[src/design/tnss_pkg.sv]
// Shared types, codes and constants for the two-number seven-segment scanner.
// No dependencies; every other design file imports this package.
`default_nettype none

package tnss_pkg;

  localparam int SLOT_COUNT  = 5;
  localparam int SLOT_W      = $clog2(SLOT_COUNT);
  localparam int QUEUE_DEPTH = 4;
  localparam int QPTR_W      = $clog2(QUEUE_DEPTH);
  localparam int CFG_IDX_W   = 3;
  localparam int CFG_DATA_W  = 8;

  // Register indexes on the configuration port
  localparam logic [CFG_IDX_W-1:0] CFG_SEL_LAST = 3'd4;
  localparam logic [CFG_IDX_W-1:0] CFG_DASH     = 3'd5;

  localparam logic [7:0] DASH_RESET = 8'h02;

  typedef enum logic [1:0] {
    CMD_LOAD = 2'd0,
    CMD_TICK = 2'd1,
    CMD_RAW  = 2'd2
  } cmd_e_t;

  typedef enum logic [1:0] {
    OP_LOAD = 2'd0,
    OP_TICK = 2'd1,
    OP_RAW  = 2'd2
  } op_kind_t;

  typedef struct packed {
    logic [1:0]         command;
    logic signed [15:0] left_number;
    logic signed [15:0] right_number;
    logic [7:0]         raw_select;
    logic [7:0]         raw_segments;
  } in_t;

  typedef struct packed {
    logic [7:0] select_out;
    logic [7:0] segments_out;
  } out_t;

  // Queued operation. Load: pat = {slot0, slot1, slot3, slot4}.
  // Raw: pat[1] = select, pat[0] = segments.
  typedef struct packed {
    op_kind_t        kind;
    logic [3:0][7:0] pat;
  } op_t;

  function automatic logic [7:0] seg_pattern(input logic [3:0] digit);
    logic [7:0] p;
    unique case (digit)
      4'd0: p = 8'hFC;
      4'd1: p = 8'h60;
      4'd2: p = 8'hDA;
      4'd3: p = 8'hF2;
      4'd4: p = 8'h66;
      4'd5: p = 8'hB6;
      4'd6: p = 8'hBE;
      4'd7: p = 8'hE0;
      4'd8: p = 8'hFE;
      4'd9: p = 8'hF6;
      default: p = 8'hFC;
    endcase
    return p;
  endfunction

endpackage

`default_nettype wire

[src/design/tnss_front.sv]
// Front end: accepts input beats, drops unknown commands and encodes loads.
// Depends on tnss_pkg; feeds tnss_queue.
`default_nettype none

module tnss_front (
  input  wire logic         push,
  output logic              full,
  input  wire tnss_pkg::in_t item,
  input  wire logic         q_full,
  output logic              q_push,
  output tnss_pkg::op_t     q_data
);
  import tnss_pkg::*;

  logic [15:0] lp0, lp1, rp0, rp1;

  // Tens and units patterns of one signed number; out of range shows "00".
  function automatic logic [15:0] encode_pair(input logic [15:0] number);
    logic [16:0] mag;
    logic [6:0]  m7;
    logic [14:0] prod;
    logic [3:0]  tens;
    logic [6:0]  units;
    mag  = number[15] ? (17'h10000 - {1'b0, number}) : {1'b0, number};
    m7   = mag[6:0];
    // m / 10 as (m * 205) >> 11, exact for m below 100
    prod = 15'(m7) * 15'd205;
    tens = prod[14:11];
    units = m7 - 7'(tens) * 7'd10;
    if (mag > 17'd99) begin
      tens  = 4'd0;
      units = 7'd0;
    end
    return {seg_pattern(tens), seg_pattern(units[3:0])};
  endfunction

  assign full = q_full;

  always_comb begin
    {lp0, lp1} = {encode_pair(item.left_number), encode_pair(item.right_number)};
    rp0 = '0;
    rp1 = '0;
    q_push      = 1'b0;
    q_data.kind = OP_LOAD;
    q_data.pat  = {lp0, lp1};
    unique case (item.command)
      CMD_LOAD: begin
        q_push = push && !q_full;
      end
      CMD_TICK: begin
        q_push      = push && !q_full;
        q_data.kind = OP_TICK;
      end
      CMD_RAW: begin
        q_push      = push && !q_full;
        q_data.kind = OP_RAW;
        q_data.pat  = {rp0, item.raw_select, item.raw_segments};
      end
      default: begin
        q_push = 1'b0;  // unused code: beat taken, nothing queued
        q_data.pat = {rp0, rp1};
      end
    endcase
  end

endmodule

`default_nettype wire

[src/design/tnss_queue.sv]
// Short FIFO of classified operations between front and back.
// Depends on tnss_pkg.
`default_nettype none

module tnss_queue (
  input  wire logic     clk,
  input  wire logic     rst,
  input  wire logic     push,
  input  wire tnss_pkg::op_t wdata,
  output logic          full,
  input  wire logic     pop,
  output tnss_pkg::op_t rdata,
  output logic          empty
);
  import tnss_pkg::*;

  op_t               entries [QUEUE_DEPTH];
  logic [QPTR_W-1:0] wr_ptr, rd_ptr;
  logic [QPTR_W:0]   count;
  logic              do_push, do_pop;

  assign full    = count == (QPTR_W+1)'(QUEUE_DEPTH);
  assign empty   = count == '0;
  assign do_push = push && !full;
  assign do_pop  = pop && !empty;
  assign rdata   = entries[rd_ptr];

  always_ff @(posedge clk) begin
    if (do_push) begin
      entries[wr_ptr] <= wdata;
    end
  end

  always_ff @(posedge clk) begin
    if (rst) begin
      wr_ptr <= '0;
      rd_ptr <= '0;
      count  <= '0;
    end else begin
      if (do_push) begin
        wr_ptr <= (wr_ptr == QPTR_W'(QUEUE_DEPTH-1)) ? '0 : wr_ptr + 1'b1;
      end
      if (do_pop) begin
        rd_ptr <= (rd_ptr == QPTR_W'(QUEUE_DEPTH-1)) ? '0 : rd_ptr + 1'b1;
      end
      if (do_push && !do_pop) begin
        count <= count + 1'b1;
      end else if (do_pop && !do_push) begin
        count <= count - 1'b1;
      end
    end
  end

`ifndef SYNTHESIS
  a_count_bound: assert property (@(posedge clk) disable iff (rst)
    count <= (QPTR_W+1)'(QUEUE_DEPTH))
    else $error("queue count over depth");
  a_push_fills: assert property (@(posedge clk) disable iff (rst)
    (do_push && !do_pop) |=> !empty)
    else $error("queue empty after push");
  a_ptr_gap: assert property (@(posedge clk) disable iff (rst)
    (count == '0 || count == (QPTR_W+1)'(QUEUE_DEPTH)) |-> (wr_ptr == rd_ptr))
    else $error("queue pointers out of step with count");
`endif

endmodule

`default_nettype wire

[src/design/tnss_back.sv]
// Back end: config registers, slot patterns, scan index and result buffer.
// Depends on tnss_pkg; drains tnss_queue.
`default_nettype none

module tnss_back (
  input  wire logic                           clk,
  input  wire logic                           rst,
  input  wire logic                           cfg_write,
  input  wire logic [tnss_pkg::CFG_IDX_W-1:0]  cfg_index,
  input  wire logic [tnss_pkg::CFG_DATA_W-1:0] cfg_data,
  input  wire tnss_pkg::op_t                  q_data,
  input  wire logic                           q_empty,
  output logic                                q_pop,
  output logic                                empty,
  input  wire logic                           pop,
  output tnss_pkg::out_t                      result
);
  import tnss_pkg::*;

  logic [7:0]        select_code   [SLOT_COUNT];
  logic [7:0]        dash_pattern;
  logic [7:0]        slot_patterns [SLOT_COUNT];
  logic [SLOT_W-1:0] scan_index;

  out_t       obuf [2];
  logic       owr, ord;
  logic [1:0] ocount;
  logic       room, opop, opush;
  out_t       res;

  assign empty = ocount == 2'd0;
  assign opop  = pop && !empty;
  assign room  = (ocount != 2'd2) || opop;
  assign result = obuf[ord];

  assign q_pop = !q_empty && ((q_data.kind == OP_LOAD) || room);
  assign opush = q_pop && (q_data.kind != OP_LOAD);

  always_comb begin
    res.select_out   = select_code[scan_index];
    res.segments_out = slot_patterns[scan_index];
    if (q_data.kind == OP_RAW) begin
      res.select_out   = q_data.pat[1];
      res.segments_out = q_data.pat[0];
    end
  end

  always_ff @(posedge clk) begin
    if (rst) begin
      for (int i = 0; i < SLOT_COUNT; i++) begin
        select_code[i]   <= '0;
        slot_patterns[i] <= '0;
      end
      dash_pattern <= DASH_RESET;
      scan_index   <= '0;
    end else begin
      if (cfg_write) begin
        if (cfg_index <= CFG_SEL_LAST) begin
          select_code[cfg_index[SLOT_W-1:0]] <= cfg_data;
        end else if (cfg_index == CFG_DASH) begin
          dash_pattern <= cfg_data;
        end
      end
      if (q_pop) begin
        case (q_data.kind)
          OP_LOAD: begin
            slot_patterns[0] <= q_data.pat[3];
            slot_patterns[1] <= q_data.pat[2];
            slot_patterns[2] <= dash_pattern;
            slot_patterns[3] <= q_data.pat[1];
            slot_patterns[4] <= q_data.pat[0];
          end
          OP_TICK: begin
            scan_index <= (scan_index == SLOT_W'(SLOT_COUNT-1)) ? '0 : scan_index + 1'b1;
          end
          default: ;
        endcase
      end
    end
  end

  always_ff @(posedge clk) begin
    if (opush) begin
      obuf[owr] <= res;
    end
  end

  always_ff @(posedge clk) begin
    if (rst) begin
      owr    <= 1'b0;
      ord    <= 1'b0;
      ocount <= 2'd0;
    end else begin
      if (opush) owr <= !owr;
      if (opop)  ord <= !ord;
      if (opush && !opop) begin
        ocount <= ocount + 2'd1;
      end else if (opop && !opush) begin
        ocount <= ocount - 2'd1;
      end
    end
  end

`ifndef SYNTHESIS
  a_scan_range: assert property (@(posedge clk) disable iff (rst)
    scan_index <= SLOT_W'(SLOT_COUNT-1))
    else $error("scan index out of range");
  a_obuf_bound: assert property (@(posedge clk) disable iff (rst)
    ocount <= 2'd2)
    else $error("result buffer overflow");
  a_result_shows: assert property (@(posedge clk) disable iff (rst)
    (opush && !opop) |=> !empty)
    else $error("result beat lost");
`endif

endmodule

`default_nettype wire

[src/design/two_number_seven_segment_scanner.sv]
// Scanner for a five-slot XY-UV display: front, operation queue and back end.
// Depends on tnss_pkg, tnss_front, tnss_queue and tnss_back.
`default_nettype none

// One command beat per clock is sustained while full is low: the front
// classifies and encodes a beat in the cycle it is taken, a four-entry queue
// carries it, and the back end executes one operation per cycle unless a
// tick or raw write waits for room in the two-entry result buffer, which
// registers its result and drives the result port. full rises only when the
// queue holds four beats, which happens only while results are popped more
// slowly than they are produced and the result buffer is full. Loads and
// unused command codes produce no result beat.
module two_number_seven_segment_scanner (
  input  wire logic                           clk,
  input  wire logic                           rst,
  input  wire logic                           push,
  output logic                                full,
  input  wire tnss_pkg::in_t                  item,
  output logic                                empty,
  input  wire logic                           pop,
  output tnss_pkg::out_t                      result,
  input  wire logic                           cfg_write,
  input  wire logic [tnss_pkg::CFG_IDX_W-1:0]  cfg_index,
  input  wire logic [tnss_pkg::CFG_DATA_W-1:0] cfg_data
);
  import tnss_pkg::*;

  logic q_push, q_full, q_pop, q_empty;
  op_t  q_wdata, q_rdata;

  tnss_front u_front (
    .push   (push),
    .full   (full),
    .item   (item),
    .q_full (q_full),
    .q_push (q_push),
    .q_data (q_wdata)
  );

  tnss_queue u_queue (
    .clk   (clk),
    .rst   (rst),
    .push  (q_push),
    .wdata (q_wdata),
    .full  (q_full),
    .pop   (q_pop),
    .rdata (q_rdata),
    .empty (q_empty)
  );

  tnss_back u_back (
    .clk       (clk),
    .rst       (rst),
    .cfg_write (cfg_write),
    .cfg_index (cfg_index),
    .cfg_data  (cfg_data),
    .q_data    (q_rdata),
    .q_empty   (q_empty),
    .q_pop     (q_pop),
    .empty     (empty),
    .pop       (pop),
    .result    (result)
  );

endmodule

`default_nettype wire

[config.mk]
export PLATFORM = sky130hd
export DESIGN_NAME = two_number_seven_segment_scanner
export DESIGN_NICKNAME = d
export VERILOG_FILES = /design/src/design/tnss_pkg.sv /design/src/design/tnss_front.sv /design/src/design/tnss_queue.sv /design/src/design/tnss_back.sv /design/src/design/two_number_seven_segment_scanner.sv
export SDC_FILE = /design/constraint.sdc
export NUM_CORES = 1
export LEC_CHECK = 0
export ABC_CLOCK_PERIOD_IN_PS = 19200
export BUFFER_PORTS_ARGS = -buffer_cell sky130_fd_sc_hd__buf_2
export CORE_MARGIN = 3
export CORE_UTILIZATION = 45
export CTS_CLUSTER_SIZE = 30
export DETAILED_ROUTE_END_ITERATION = 8
export SYNTH_ARGS = -nofsm -noshare
export SYNTH_HDL_FRONTEND = slang
export SYNTH_SLANG_ARGS = --single-unit
[constraint.sdc]
create_clock -name clk -period 19.2 [get_ports clk]
set_input_delay 0.96 -clock clk [delete_from_list [all_inputs] [get_ports clk]]
set_output_delay 0.96 -clock clk [all_outputs]
set_load 0.05 [all_outputs]
==> flow_summary.html <==
<table>
<tr><th>Metric</th><th>Value</th></tr>
<tr><th colspan="2">STA</th></tr>
<tr><td>Total negative slack</td><td>0 ps</td></tr>
<tr><td>Slew @ Worst Pin</td><td>1210 ps</td></tr>
<tr><td>Hold violation total from the final report</td><td>0</td></tr>
<tr><td>Final setup vio count</td><td>0</td></tr>
<tr><td>Final critical path time including I/O delays and setup</td><td>7893 ps</td></tr>
<tr><td>Final worst-path setup slack</td><td>11310 ps</td></tr>
<tr><td>Highest achievable clock rate</td><td>0.1267 GHz</td></tr>
<tr><td>Headroom to the max-slew limit</td><td>19.05%</td></tr>
<tr><td>Final cycle utilization of the critical path</td><td>41.11%</td></tr>
<tr><td>Pins over their slew limit</td><td>0</td></tr>
<tr><td>RSZ-0062 raised after global routing</td><td>no</td></tr>
<tr><td>Worst clock skew on the final layout</td><td>21.45 ps</td></tr>
<tr><th colspan="2">Power</th></tr>
<tr><td>PwrDens</td><td>133.1 nW/um2</td></tr>
<tr><td>Peak supply drop</td><td>0.1031 mV</td></tr>
<tr><td>Leak</td><td>6.562 nW</td></tr>
<tr><th colspan="2">Setup path</th></tr>
<tr><td>Crit path DAT</td><td>8170 ps</td></tr>
<tr><td>Stage delay of the slowest cell on the critical path</td><td>630 ps</td></tr>
<tr><td>Crit path capture type</td><td>register</td></tr>
<tr><td>Highest-delay cell along the critical path</td><td>sky130_fd_sc_hd__a2111oi_0</td></tr>
<tr><td>Crit path required time</td><td>19480 ps</td></tr>
<tr><td>Total buffers and inverters traversed by the critical path</td><td>5</td></tr>
<tr><td>Most used cell, CP</td><td>sky130_fd_sc_hd__ha_1</td></tr>
<tr><td>Maximum fanout count along the critical path</td><td>8</td></tr>
<tr><td>Category of the critical setup timing path</td><td>in -&gt; reg</td></tr>
<tr><td>Critical Path Start Type</td><td>primary input</td></tr>
<tr><td>CP top delay family</td><td>adder cells</td></tr>
<tr><th colspan="2">Detailed routing</th></tr>
<tr><td>Via/cell ratio</td><td>5.284</td></tr>
<tr><td>First-pass DRT Iterations</td><td>5</td></tr>
<tr><td>Via total after detailed routing</td><td>9120</td></tr>
<tr><td>DRC violations left</td><td>0</td></tr>
<tr><td>Wire per inst</td><td>17.80 um</td></tr>
<tr><td>Routed Antenna Nets</td><td>0</td></tr>
<tr><td>Detailed-route wire length</td><td>30730 um</td></tr>
<tr><td>DRC violation total after the first TritonRoute iteration</td><td>513</td></tr>
<tr><th colspan="2">Die</th></tr>
<tr><td>Core outline area</td><td>33620 um2</td></tr>
<tr><td>Width of the chip</td><td>190.9 um</td></tr>
<tr><td>Initial Util</td><td>45.74%</td></tr>
<tr><td>Number of top-level design ports</td><td>84</td></tr>
<tr><td>Cell row count</td><td>67</td></tr>
<tr><td>Vertical extent of the die</td><td>190.9 um</td></tr>
<tr><td>Total die area</td><td>36420 um2</td></tr>
<tr><th colspan="2">Final layout</th></tr>
<tr><td>Signed area change from the synthesized netlist to the final layout</td><td>12.53%</td></tr>
<tr><td>Count of nets after finishing</td><td>1450</td></tr>
<tr><td>Fraction of final layout cells with drive strength greater than 1</td><td>18.23%</td></tr>
<tr><td>Multi-input gate area</td><td>6550 um2</td></tr>
<tr><td>Core occupancy in the finished layout</td><td>51.47%</td></tr>
<tr><td>Fillers</td><td>2897</td></tr>
<tr><td>Number of standard cells in the layout, taps in and fillers out</td><td>1726</td></tr>
<tr><td># diodes</td><td>0</td></tr>
<tr><td>Sequential cell area</td><td>8429 um2</td></tr>
<tr><th colspan="2">Synth</th></tr>
<tr><td>Post-synth EDFFs</td><td>262</td></tr>
<tr><td>Share of synthesized flip-flops with an asynchronous set or reset</td><td>0%</td></tr>
<tr><td>Prevailing post-synth register cell</td><td>sky130_fd_sc_hd__edfxtp_1</td></tr>
<tr><td>Post-synth design cell area</td><td>15380 um2</td></tr>
<tr><td>Area share of and/or/nand/nor cells after synthesis</td><td>10.90%</td></tr>
<tr><td>Count of different cell masters after synthesis</td><td>74</td></tr>
<tr><td>Share of the synthesized netlist area taken by xor and xnor gates</td><td>2.376%</td></tr>
<tr><td>Combinational family with the most area after synthesis</td><td>adder cells</td></tr>
<tr><td>Sequential cell area fraction in the yosys report</td><td>54.81%</td></tr>
<tr><td>Count of mapped cells out of synthesis</td><td>1145</td></tr>
<tr><td>Compound-cell area share of the yosys netlist</td><td>6.315%</td></tr>
<tr><td>Flop and latch count out of synthesis</td><td>290</td></tr>
<tr><td>Synthesized area per cell</td><td>13.43 um2</td></tr>
<tr><td>Multiplexer share of the synthesized area</td><td>11.12%</td></tr>
<tr><td>Ys Warns</td><td>0</td></tr>
<tr><td>Adder-cell share of the synthesized area</td><td>11.26%</td></tr>
<tr><th colspan="2">Job</th></tr>
<tr><td>Max cap viols</td><td>0</td></tr>
<tr><th colspan="2">Clock tree</th></tr>
<tr><td>Post-cts hold buffer count</td><td>0</td></tr>
<tr><td>Number of post-CTS setup repair buffers</td><td>0</td></tr>
<tr><td>Clk buf depth</td><td>3</td></tr>
<tr><td>Total number of clock tree sinks</td><td>290</td></tr>
<tr><td>Number of levels the H-tree was split into</td><td>1</td></tr>
<tr><td>Root Buffer Master</td><td>sky130_fd_sc_hd__clkbuf_16</td></tr>
<tr><td>Resized cells post-CTS</td><td>0</td></tr>
<tr><td>TritonCTS clock tree</td><td>built</td></tr>
<tr><td>Inserted Clock Buffers</td><td>29</td></tr>
<tr><td>Clock transition at path regs</td><td>60 ps</td></tr>
<tr><td>Clock insertion delay at the later pin of the skew report</td><td>540 ps</td></tr>
<tr><th colspan="2">Global routing</th></tr>
<tr><td>Vias in the first global route</td><td>9203</td></tr>
<tr><td>Tot GR Track Use</td><td>17.09%</td></tr>
<tr><td>Wire length of the first global-routing pass</td><td>49650 um</td></tr>
<tr><td>Antenna violations before repair</td><td>2</td></tr>
<tr><td>Remaining Overflow, GRT</td><td>0</td></tr>
<tr><td>Maximum number of pins on one net before global-route repair</td><td>39</td></tr>
<tr><th colspan="2">Status</th></tr>
<tr><td>Status</td><td>complete, no violations</td></tr>
<tr><th colspan="2">Placement</th></tr>
<tr><td>Worst setup timing slack at the placement stage</td><td>10800 ps</td></tr>
<tr><td>RePlAce Congestion</td><td>0.8324</td></tr>
<tr><td>IO buf count</td><td>83</td></tr>
<tr><td>Instance count after placement with tap cells included</td><td>1674</td></tr>
<tr><td>Detailed Place HPWL</td><td>21190 um</td></tr>
<tr><th colspan="2">Worst hold path</th></tr>
<tr><td>Class of the worst hold path</td><td>reg -&gt; reg</td></tr>
</table>
-- synth_stat cells, types with 4 or more instances --
library cell	number	area, um2
sky130_fd_sc_hd__o31ai_1	5	37.54
sky130_fd_sc_hd__a311oi_1	5	43.79
sky130_fd_sc_hd__mux2i_1	29	290.3
sky130_fd_sc_hd__nand2_1	72	270.3
sky130_fd_sc_hd__o21a_1	4	30.03
sky130_fd_sc_hd__a21oi_1	34	170.2
sky130_fd_sc_hd__nor3b_1	4	30.03
sky130_fd_sc_hd__nor4_1	7	43.79
sky130_fd_sc_hd__xnor2_1	20	175.2
sky130_fd_sc_hd__nor3_1	22	110.1
sky130_fd_sc_hd__inv_1	87	326.6
sky130_fd_sc_hd__clkbuf_1	27	101.4
sky130_fd_sc_hd__nor2_1	58	217.7
sky130_fd_sc_hd__mux4_2	55	1239
sky130_fd_sc_hd__edfxtp_1	262	7868
sky130_fd_sc_hd__o21ai_0	38	190.2
sky130_fd_sc_hd__nor2b_1	7	43.79
sky130_fd_sc_hd__and3_1	5	31.28
sky130_fd_sc_hd__mux2_2	16	180.2
sky130_fd_sc_hd__buf_1	8	30.03
sky130_fd_sc_hd__or3_1	10	62.56
sky130_fd_sc_hd__nand2b_1	6	37.54
sky130_fd_sc_hd__nand4_1	6	37.54
sky130_fd_sc_hd__nand3_1	9	45.04
sky130_fd_sc_hd__xor2_1	14	122.6
sky130_fd_sc_hd__or2_2	12	75.07
sky130_fd_sc_hd__a31oi_1	7	43.79
sky130_fd_sc_hd__ha_1	108	1351
sky130_fd_sc_hd__and2_1	83	519.3
sky130_fd_sc_hd__o211ai_1	7	52.55
sky130_fd_sc_hd__dfxtp_1	28	560.5
sky130_fd_sc_hd__o21bai_1	4	30.03
sky130_fd_sc_hd__fa_1	19	380.4
-- report_power, final --
| part | internal, mW | switching (mW) | leakage, nW |
|---|---|---|---|
| clock | 0.317 | 0.227 | 0.447 |
| sequential | 0.815 | 0.0305 | 2.71 |
| combinational | 0.365 | 0.549 | 3.40 |
-- area by class of cell --
type	count	area share, %
Clock buffer	35	4.324
Inverter	87	1.887
Tap cell	448	3.240
Sequential cell	290	48.72
Clock inverter	17	0.9256
Timing Repair Buffer	98	3.052
Multi-Input combinational cell	751	37.86
-- worst paths after layout --
kind         depth (start not counted)  slack [ps]                      to                   start
max                                 26       11310   u_queue.entries[0][4]                item[16]
min                                  2         460  u_back.dash_pattern[4]  u_back.dash_pattern[4]
max reg2reg                         11       16010        u_queue.count[2]                register
min reg2reg                          2         460  u_back.dash_pattern[4]  u_back.dash_pattern[4]
-- metal layers --
metal,share of wire [%],vias to the layer above,GRT usage (%)
met5,0.046,-,0
met4,1.9,4,4.093
met3,4.3,45,2.482
met2,47,170,28.21
met1,47,4435,24.06
li1,-,4466,-
-- tightest hold or removal path, stage by stage, from the launching register on --
cell,delay [ps]
sky130_fd_sc_hd__dfxtp_1,310
sky130_fd_sc_hd__nand2_1,50
sky130_fd_sc_hd__a21oi_1,50
-- stage by stage --
stage / area (um2) / hold slack (ps) / power [mW]
4_1_cts: 17300 / 463.9 / 2.333
2_1_floorplan: 15460 / 429.1 / 1.556
3_3_place_gp: 16390 / 446.5 / 1.771
3_5_place_dp: 16390 / 451.5 / 1.782
5_1_grt: 17300 / 478.7 / 2.465
6_report: 17300 / 457.3 / 2.304
-- registers in the layout, indices dropped and copies added (netlist names), 2 cells and up, named ones only --
register / cells
u_queue.entries: 128
u_queue.count: 3
u_queue.rd_ptr: 2
u_back.obuf: 32
u_back.scan_index: 3
u_back.ocount: 2
u_back.dash_pattern: 8
u_back.select_code: 64
u_queue.wr_ptr: 2
u_back.slot_patterns: 38
-- cells in the final DEF (no fill, tap or decap), types with 9 or more instances in the layout --
master,n
sky130_fd_sc_hd__o21ai_0,38
sky130_fd_sc_hd__nor3_1,21
sky130_fd_sc_hd__or3_1,10
sky130_fd_sc_hd__nand3_1,9
sky130_fd_sc_hd__xor2_1,14
sky130_fd_sc_hd__or2_2,12
sky130_fd_sc_hd__ha_1,108
sky130_fd_sc_hd__buf_4,15
sky130_fd_sc_hd__fa_1,19
sky130_fd_sc_hd__edfxtp_1,262
sky130_fd_sc_hd__mux2i_1,29
sky130_fd_sc_hd__inv_1,87
sky130_fd_sc_hd__dfxtp_1,27
sky130_fd_sc_hd__mux4_2,55
sky130_fd_sc_hd__nand2_1,72
sky130_fd_sc_hd__nor2_1,58
sky130_fd_sc_hd__and2_1,83
sky130_fd_sc_hd__clkbuf_16,29
sky130_fd_sc_hd__a21oi_1,34
sky130_fd_sc_hd__xnor2_1,20
sky130_fd_sc_hd__conb_1,24
sky130_fd_sc_hd__buf_2,83
sky130_fd_sc_hd__mux2_2,16
-- logic make-up (layout without fill, tap and decap cells) --
kind of cell,after synthesis,in the layout
AO/OA/AOI/OAI,145,145
XOR/XNOR,37,37
adder cells (fa/ha/maj),127,127
buffers and inverters,127,237
flip-flops,290,290
multiplexers,100,100
other,1,24
AND/OR/NAND/NOR,318,318
(Power assumes the default switching activity.)
